**src/rtl/gdda_pkg.sv**
```systemverilog
package gdda_pkg;

  // Fixed-point format and field widths
  localparam int FRAC_BITS = 16;
  localparam int POS_W     = 22;
  localparam int DIR_W     = 19;
  localparam int MAG_W     = DIR_W;
  localparam int QUO_W     = 2 * FRAC_BITS + 1;
  localparam int FRAC_W    = FRAC_BITS + 1;
  localparam int HI_W      = QUO_W - FRAC_BITS;
  localparam int PROD_W    = FRAC_W + HI_W;
  localparam int CELL_W    = 6;
  localparam int DIST_W    = 24;
  localparam int SIZE_W    = 7;
  localparam int STAT_W    = 2;

  localparam int GRID_SIZE_DEF = 64;
  localparam int MAX_STEPS_DEF = 128;

  localparam logic [FRAC_W-1:0] ONE_FIX  = FRAC_W'(1) << FRAC_BITS;
  localparam logic [DIST_W-1:0] DIST_MAX = '1;

  // Stream payload layout
  localparam int IN_TDATA_W  = 96;
  localparam int OUT_TDATA_W = 40;
  localparam int IN_CX_LSB   = 0;
  localparam int IN_CY_LSB   = IN_CX_LSB + CELL_W;
  localparam int IN_WALL_LSB = IN_CY_LSB + CELL_W;
  localparam int IN_PX_LSB   = IN_WALL_LSB + 1;
  localparam int IN_PY_LSB   = IN_PX_LSB + POS_W;
  localparam int IN_DX_LSB   = IN_PY_LSB + POS_W;
  localparam int IN_DY_LSB   = IN_DX_LSB + DIR_W;
  localparam int OUT_USED_W  = DIST_W + 1 + 2 * CELL_W;

  // Codes
  localparam logic FUNC_WRITE = 1'b0;
  localparam logic FUNC_CAST  = 1'b1;

  localparam logic [STAT_W-1:0] STAT_HIT   = 2'd0;
  localparam logic [STAT_W-1:0] STAT_EXIT  = 2'd1;
  localparam logic [STAT_W-1:0] STAT_LIMIT = 2'd2;

  localparam int CFG_ADDR_W = 3;
  localparam logic [CFG_ADDR_W-1:0] ADDR_MAP_WIDTH  = 3'd0;
  localparam logic [CFG_ADDR_W-1:0] ADDR_MAP_HEIGHT = 3'd4;

  typedef enum logic [3:0] {
    S_CLEAR,
    S_IDLE,
    S_DIVX_GO,
    S_DIVX_WAIT,
    S_DIVY_GO,
    S_DIVY_WAIT,
    S_MUL,
    S_START,
    S_WALK,
    S_TEST,
    S_DONE
  } gdda_state_t;

endpackage

```
**src/rtl/gdda_recip.sv**
```systemverilog
// Restoring divider: quo = 2^(2*FRAC_BITS) / mag, one quotient bit per cycle.
module gdda_recip import gdda_pkg::*; (
  input  logic             clk,
  input  logic             rst_n,
  input  logic             start,
  input  logic [MAG_W-1:0] mag,
  output logic             busy,
  output logic [QUO_W-1:0] quo
);

  localparam int CNT_W = $clog2(QUO_W);

  logic             busy_r, busy_nxt;
  logic [CNT_W-1:0] cnt_r, cnt_nxt;
  logic [MAG_W-1:0] rem_r, rem_nxt;
  logic [MAG_W-1:0] mag_r, mag_nxt;
  logic [QUO_W-1:0] quo_r, quo_nxt;
  logic [MAG_W:0]   trial;
  logic             fits;

  always_comb begin
    // the dividend has a single one at its top bit
    trial    = {rem_r, (cnt_r == CNT_W'(QUO_W - 1))};
    fits     = trial >= {1'b0, mag_r};
    busy_nxt = busy_r;
    cnt_nxt  = cnt_r;
    rem_nxt  = rem_r;
    mag_nxt  = mag_r;
    quo_nxt  = quo_r;
    if (start) begin
      busy_nxt = 1'b1;
      cnt_nxt  = CNT_W'(QUO_W - 1);
      rem_nxt  = '0;
      mag_nxt  = mag;
      quo_nxt  = '0;
    end else if (busy_r) begin
      rem_nxt = fits ? MAG_W'(trial - {1'b0, mag_r}) : MAG_W'(trial);
      quo_nxt = {quo_r[QUO_W-2:0], fits};
      if (cnt_r == '0) begin
        busy_nxt = 1'b0;
      end else begin
        cnt_nxt = cnt_r - 1'b1;
      end
    end
  end

  always_ff @(posedge clk) begin
    if (!rst_n) begin
      busy_r <= 1'b0;
    end else begin
      busy_r <= busy_nxt;
    end
    cnt_r <= cnt_nxt;
    rem_r <= rem_nxt;
    mag_r <= mag_nxt;
    quo_r <= quo_nxt;
  end

  assign busy = busy_r;
  assign quo  = quo_r;

endmodule
```
**config.mk**
```make
export PLATFORM = sky130hd
export DESIGN_NAME = gdda_recip
export DESIGN_NICKNAME = d
export VERILOG_FILES = /design/src/rtl/gdda_pkg.sv /design/src/rtl/gdda_recip.sv
export SDC_FILE = /design/constraint.sdc
export NUM_CORES = 1
export LEC_CHECK = 0
export ABC_AREA = 1
export BUFFER_PORTS_ARGS = -buffer_cell sky130_fd_sc_hd__buf_2
export CAP_MARGIN = 20
export CORE_UTILIZATION = 40
export CTS_CLUSTER_SIZE = 30
export DETAILED_ROUTE_END_ITERATION = 6
export GPL_ROUTABILITY_DRIVEN = 0
export GPL_TIMING_DRIVEN = 0
export SYNTH_ARGS = -nofsm -noshare
export SYNTH_HDL_FRONTEND = slang
export SYNTH_SLANG_ARGS = --single-unit
```
**constraint.sdc**
```tcl
create_clock -name clk -period 4.1 [get_ports clk]
set_input_delay 0.82 -clock clk [delete_from_list [all_inputs] [get_ports clk]]
set_output_delay 0.82 -clock clk [all_outputs]
set_load 0.05 [all_outputs]
```
# ---- Yosys cells after proc, flatten, opt, wreduce, memory -nomap -nowiden
# Index checks and enable logic that the tools add are counted.
dict set report classes {
  bitwise_logic 1
  mux 4
  order_cmp 1
  n_eq_ne 1
  n_reduce_logical 2
  add_sub_neg 2
}
# op count
set ops {}
lappend ops {{$ge 20x19->1} 1}
lappend ops {{$mux 19} 1}
lappend ops {{$sub 19x19->19} 1}
lappend ops {{$eq 6x6->1 const B} 1}
lappend ops {{$logic_not 6->1} 1}
lappend ops {{$sub 6x1->6 const B} 1}
lappend ops {{$mux 1} 3}
lappend ops {{$reduce_and 2->1} 1}
lappend ops {{$not 1->1} 1}
dict set report totals {
  inputBits 22
  output_inout_bits 34
  reg_bits 78
  word_cells 16
}

# ---- Logic depth before layout (Yosys ltp)
# Gate-level depths: netlist of run 1.
dict set report logic_depth {
  depth_word 4
  depth_mapped 20
  ltp_nobuf 19
}

# ---- Worst setup path before layout of run 1
# No wires, ideal clock.
dict set report synth_path {
  path_kind {reg2reg}
  startpoint {reg cnt_r[0]}
  endpoint {reg rem_r[16]}
  n_path_buf 2
  stages_incl_launch_ff 21
  setup_ps 109
  t_arrival_ps 2434
  t_required_ps 3991
  period_less_slack_ps 2543
  setup_slack_ps 1557
  path_cell_list {dfxtp_1 inv_1 ha_1 nand2_1 nor2_1 nand3_1 ha_1 inv_1 fa_1 nand3_1 nand3_1 nand3_1 nand3_1 nand2_2 nand2_4 buf_8 buf_12 nand4_2 nand3_1 nand2_1 inv_1}
}
dict set report synth_via {
  elab_chain_len 3
  word_cells_on_any_way 4
  cone_classes {1 x add/sub; 1 x order compare; 1 x eq/ne; 1 x mux}
}
# item line_no
set synth_lines {}
lappend synth_lines {{start, declared} gdda_recip.sv:14} ;# logic [CNT_W-1:0] cnt_r, cnt_nxt;
lappend synth_lines {{start signal, assigned} gdda_recip.sv:53} ;# cnt_r <= cnt_nxt;
lappend synth_lines {{$eq 6x6->1 *} gdda_recip.sv:23} ;# trial = {rem_r, (cnt_r == CNT_W'(QUO_W - 1))};
lappend synth_lines {{$sub 19x19->19 / $ge 20x19->1 (equally long branches)} {gdda_recip.sv:37, gdda_recip.sv:24}}
lappend synth_lines {{$mux 19 *} gdda_recip.sv:37} ;# rem_nxt = fits ? MAG_W'(trial - {1'b0, mag_r}) : MAG_W'(trial);
lappend synth_lines {{end signal, assigned} gdda_recip.sv:54} ;# rem_r <= rem_nxt;
lappend synth_lines {{end, declared} gdda_recip.sv:15} ;# logic [MAG_W-1:0] rem_r, rem_nxt;
# Mark *: on every way between the ends. The rest lies on a longest branch, timed or not.
# A chain may end at the register's enable or synchronous reset.

# ---- Worst setup path after layout of run 1
dict set report layout_path {
  startpoint {reg cnt_r[0]}
  endpoint {reg rem_r[9]}
}
# The elaborated chain is that of the path after synthesis.

==> results.md, run 1 <==
* Nets at 725
* Hold Crit Class: reg -> reg
* CP arrival at 3.54 ns
* Synth cell count leaders: nand2_1 (154), inv_1 (97), nor2_1 (90)
* Pwr/cell area at 360 nW/µm²
* Max Freq at 0.310 GHz
* Sink Count at 78
* Setup slack, reg-to-reg at 0.88 ns
* CTS tree: done
* Worst-Margin Slew at 0.572 ns
* Num CTS Buffers at 9
* Initial Util at 41.8%
* Setup Buffers After CTS at 0
* Crit share post-route at 78.6%
* Post-route ant nets at 0
* Synth area leaders: dfxtp_1 (27%), nand2_1 (13%), edfxtp_1 (13%)
* Clk Latency, worst-skew pair at 0.37 ns
* CP Launch Type: register
* Hold Buf Count CTS at 0
* P_leak at 2.66 nW
* Clock Skew at 0.0139 ns
* HP Start: cnt_r[0]
* Worst Path Max Fanout at 10
* Layout cell share with drive strength beyond 1 at 13.7%
* Yosys reg bits at 78
* Post-synthesis async set-or-reset flop share at 0%
* Die X at 106 µm
* Largest net degree at the start of global routing at 23
* Max-slew headroom at 61.9%
* Status: finished clean
* DR DRC count at 0
* Hold Path Cell Cnt at 2
* Most common cell in the netlist: nand2_1
* FP Rows at 37
* Via count at 3954
* RSZ-0062 raised after global routing: no
* Root Buffer: clkbuf_8
* Top Ports at 56
* Setup TNS at 0 ns
* IO Port Bufs at 55
* Seq/Total Area, Yosys at 40.2%
* Peak supply drop at 0.000217 V
* Die Footprint at 11300 µm²
* Routed wire per std cell at 12.5 µm
* Global route hottest layer: met2
* Area delta synth->final at 14.5%
* Filler Cell Count at 1088
* Total GRT Usage at 19.4%
* Total wire length at 10300 µm
* Worst EP required at 4.41 ns
* Hpwl dp at 7610 µm
* Met1 Use GR at 25.0%
* Max-slew violations at 0
* Synth Area per Inst at 7.07 µm²
* Critical path type: reg -> reg
* Warnings from Yosys at 0
* Antenna violations before repair at 0
* Worst r2r src: cnt_r[0]
* Post-Route Utilization at 47.9%
* Met3 Usage GRT at 5.76%
* Final Hold Viols at 0
* Core Box Area at 10400 µm²
* Top_reg_cell synth: dfxtp_1
* Synth unique cells at 35
* Post-synth EDFFs at 19
* Global-route wire length before repair at 17200 µm
* Post-route total power at 1.79 mW
* Leading area contributor after synthesis: dfxtp_1
* Max_cap viols at 0
* Die height at 106 µm
* Post-synth net total at 659
* Via density at 4.80
* Post_cts resized at 0
* Clk buf depth at 2
* Cell area after synthesis at 4350 µm²
* Drt first pass iters at 5
* Worst R2R Path Depth at 20
* Drt initial violations at 180
* Overflow after GRT at 0
* # setup viols final at 0
* Vias in the first global route at 3707
* CP Capture Type: register
* Area fraction of the dominant cell type after synthesis at 27.1%
* ANT cells at 0
* Clk slew on worst S/H paths at 0.08 ns
* Post-Syn Instances at 616
* Hold Path End: cnt_r[0]
* FF-to-FF End: rem_r[9]
* Met2 Use GR at 31.3%
* Post-route minimum period at 3.22 ns
* H-tree depth at 3
## how the worst max path moves through the flow
stage / from / endpoint / slack, ns / depth (start not counted)
final: cnt_r[0] / rem_r[9] / 0.88 / 20
after global routing: cnt_r[1] / rem_r[9] / 0.59 / 20
after CTS: cnt_r[0] / rem_r[9] / 0.89 / 20
after detailed placement: cnt_r[0] / rem_r[9] / 0.92 / 20
after global placement: cnt_r[0] / rem_r[9] / 0.94 / 20
after floorplan: cnt_r[0] / rem_r[16] / 1.56 / 20
## per-stage QoR
| stage | hold WS, ns | instances | setup WS [ns] | area, µm² |
|---|---|---|---|---|
| 2_1_floorplan | 0.444 | 616 | 1.56 | 4350 |
| 3_3_place_gp | 0.456 | 807 | 0.942 | 4800 |
| 3_5_place_dp | 0.463 | 807 | 0.919 | 4800 |
| 4_1_cts | 0.475 | 823 | 0.890 | 4990 |
| 5_1_grt | 0.485 | 823 | 0.593 | 4990 |
| 6_report | 0.476 | 823 | 0.876 | 4990 |
## layout make-up
| type | instances | area (µm²) | share of cell area, % |
|---|---|---|---|
| Clock inverter | 2 | 13.8 | 0.276 |
| Multi-Input combinational cell | 420 | 2080 | 41.7 |
| Buffer | 20 | 153 | 3.06 |
| Tap cell | 136 | 170 | 3.41 |
| Timing Repair Buffer | 55 | 275 | 5.52 |
| Clock buffer | 14 | 174 | 3.49 |
| Sequential cell | 78 | 1750 | 35.1 |
| Inverter | 98 | 368 | 7.38 |
## layout by cell type (no fill, tap or decap), drive strengths merged, types with 20 or more instances in the layout
| cell type | instances |
|---|---|
| a21oi | 26 |
| buf | 62 |
| clkbuf | 27 |
| dfxtp | 59 |
| ha | 20 |
| inv | 98 |
| nand2 | 159 |
| nand3 | 56 |
| nor2 | 93 |
| o21ai | 39 |
## per-layer routing
layer / wire length (µm) / vias to the layer above
met5: 0 / -
met4: 119 / 0
met3: 620 / 9
met2: 4630 / 89
met1: 4920 / 1802
li1: - / 2054
## power breakdown
| part | switching [mW] | leakage (nW) | internal, mW |
|---|---|---|---|
| Clock | 0.285 | 0.0962 | 0.276 |
| Sequential | 0.0286 | 0.669 | 0.839 |
| Combinational | 0.261 | 1.90 | 0.104 |
## logic make-up (layout without fill, tap and decap cells)
kind of cell,Yosys count,count (layout),synth area share [%]
compound gates,67,67,7.82
xor+xnor,7,7,1.41
fa+ha+maj,21,21,6.21
buf+inv,118,189,12.0
flops,78,78,40.2
simple gates,325,325,32.4
## state kept, by name, indices dropped and copies added, names as in the netlist
| signal | flops |
|---|---|
| rem_r | 19 |
| cnt_r | 6 |
| busy | 1 |
| quo | 33 |
| mag_r | 19 |
## critical path: stages, from the launching register on
cell and delay [ns]:
dfxtp_1 0.34, inv_1 0.07, ha_1 0.21, nand2_1 0.07, nor2_1 0.06, nand3_1 0.13, ha_1 0.16, inv_1 0.09
fa_1 0.45, nand3_1 0.10, nand3_1 0.17, nand3_1 0.12, nand3_1 0.16, nand2_2 0.25, nand2_4 0.08, nor2_1 0.27
buf_6 0.21, nand2_1 0.09, nand3_1 0.07, nand2_1 0.05, inv_1 0.04
Power figures use the tool's default switching activity.
==> run 2: changes to the inputs <==
- clock period: 4.1 -> 3 ns (I/O delays scaled with it)
==> run 2 against run 1 <==
  * Non-clock buffer count grew 4
  * Worst hold slack lost 0.078 ns
  * Via count grew 0.71%
  * First-iteration DRC count grew 19%
  * Design area grew 1.2%
  * Clock-buffer cell count is the same
  * Maximum frequency grew 16%
  * Sequential power grew 37%
  * Sequential cell count is the same
  * Wire length grew 0.18%
  * Largest cell class unchanged
  * Critical endpoint is now rem_r[15]
  * Sequential share of layout area shrank 0.38 points
  * Clock power grew 37%
==> results.md, run 2 (synthesis results as in run 1) <==
* # setup viols final at 0
* Max-slew headroom at 63.6%
* Most frequent CP cell: nand3_1
* CP arrival at 3.06 ns
* Initial Util at 41.8%
* Post-route insts no fill at 827
* Sink Count at 78
* Max Freq at 0.361 GHz
* Commonest cells after routing, fill and taps aside: nand2_1 (154), inv_1 (97), nor2_1 (88), dfxtp_1 (58), buf_2 (56)
* Largest net degree at the start of global routing at 23
* Global-route wire length before repair at 17200 µm
* Crit path max-delay cell type: fa_2
* CP Capture Type: register
* Via density at 4.81
* P_leak at 2.71 nW
* Sequential share of power at 48.1%
* Area delta synth->final at 15.9%
* FP Rows at 37
* Clk slew on worst S/H paths at 0.09 ns
* Internal at 1.67 mW
* Die height at 106 µm
* Worst-Margin Slew at 0.545 ns
* RSZ-0062 raised after global routing: no
* Post-route minimum period at 2.77 ns
* Max reg flops at 33
* DR DRC count at 0
* Post-placement cell area at 4800 µm²
* IO Port Bufs at 55
* Final Hold Viols at 0
* Vias in the first global route at 3718
* Worst EP required at 3.29 ns
* Die X at 106 µm
* Antenna violations before repair at 0
* Top Ports at 56
* Status: finished clean
* Via count at 3982
* Total wire length at 10300 µm
* CP Launch Type: register
* Drt initial violations at 215
* Final Cell Area at 5040 µm²
* Sw Ratio at 32.1%
* Crit share post-route at 92.4%
* Worst Path Max Fanout at 10
* Num CTS Buffers at 9
* Die Footprint at 11300 µm²
* Post-Route Utilization at 48.4%
* Cells after DPL at 807
* Overflow after GRT at 0
* Hold Buf Count CTS at 0
* Hpwl dp at 7610 µm
* Commonest non-fill, non-tap cell in the layout: nand2_1
* Nets at 729
* Clk buf depth at 2
* Layout cell share with drive strength beyond 1 at 15.1%
* Routed wire per std cell at 12.5 µm
* Combinational Power Share at 20.7%
* Clock share of power at 31.1%
* Clock Skew at 0.0140 ns
* Setup slack, reg-to-reg at 0.23 ns
* Root Buffer: clkbuf_8
* Total GRT Usage at 19.5%
* Drt first pass iters at 4
* CTS tree: done
* P_sw at 0.790 mW
* Core Box Area at 10400 µm²
* Max-slew violations at 0
* Pwr/cell area at 488 nW/µm²
* Crit-path max cell delay at 0.40 ns
* Max_cap viols at 0
* H-tree depth at 3
* Crit path cell chain: inv_1 -> ha_1 -> nand2_1 -> nor2_2 -> nand3_1 -> ha_1 -> inv_1 -> fa_2 -> nand3_1 -> nand3_2 -> nand3_1 -> nand3_2 -> nand2_4 -> nand2_4 -> buf_8 -> buf_12 -> nand3_1 -> nand3_1 -> a21oi_1
* Critical path type: reg -> reg
* Setup TNS at 0 ns
* Post-route total power at 2.46 mW
* Peak supply drop at 0.000297 V
* Hold Crit Class: in -> reg
* ANT cells at 0
* Post-route ant nets at 0
* Clk Latency, worst-skew pair at 0.37 ns
## run 2: cell count changes in the layout (fill, tap and decap cells not counted), sizes merged
cell and change:
buf +4
## run 2: worst paths after layout
check,from,endpoint,cells past startpoint
setup / recovery,cnt_r[0],rem_r[15],19
hold / removal,mag[7],mag_r[7],1
setup reg to reg,cnt_r[0],rem_r[15],19
hold reg to reg,cnt_r[0],cnt_r[0],2
## run 2: cell type report
cell class,count,area [µm²]
fill,1082,5370
multi-input combinational,420,2110
sequential,78,1750
clock inverter,2,13.8
buffer,20,153
clock buffer,14,174
inverter,98,368
tap,136,170
timing repair buffer,59,305
## run 2: worst max-delay path, delay by kind of cell (launching register included)
family | cells | cell delay [ns]
buf+inv | 4 | 0.47
flops | 1 | 0.34
compound gates | 1 | 0.13
simple gates | 11 | 0.99
fa+ha+maj | 3 | 0.77
## run 2: layer usage
metal	wire length (µm)	vias to the layer above	track usage [%]
met5	0	-	0
met2	4600	90	31.2
met4	149	0	5.95
met1	4960	1815	25.0
li1	-	2064	-
met3	588	13	6.07
## run 2: power groups by stage
stage               registers [mW]  logic [mW]  clock network [mW]
floorplan                     1.33       0.247                   0
global route                  1.20       0.562               0.841
global placement              1.21       0.495                   0
CTS                           1.19       0.502               0.798
finish                        1.19       0.511               0.767
detailed placement            1.21       0.499                   0
## run 2: repair_timing
action	4_1_cts	5_1_grt
setup endpoints to repair	19	19
resized for setup	3	5
buffers inserted	1	3
pin swaps	1	1
## run 2: stage by stage
| stage | hold slack, ns | setup slack [ns] |
|---|---|---|
| after floorplan | 0.444 | 0.457 |
| after detailed placement | 0.463 | -0.181 |
| after global routing | 0.371 | 0.00819 |
| final | 0.398 | 0.229 |
| after CTS | 0.376 | 0.0522 |
| after global placement | 0.456 | -0.158 |
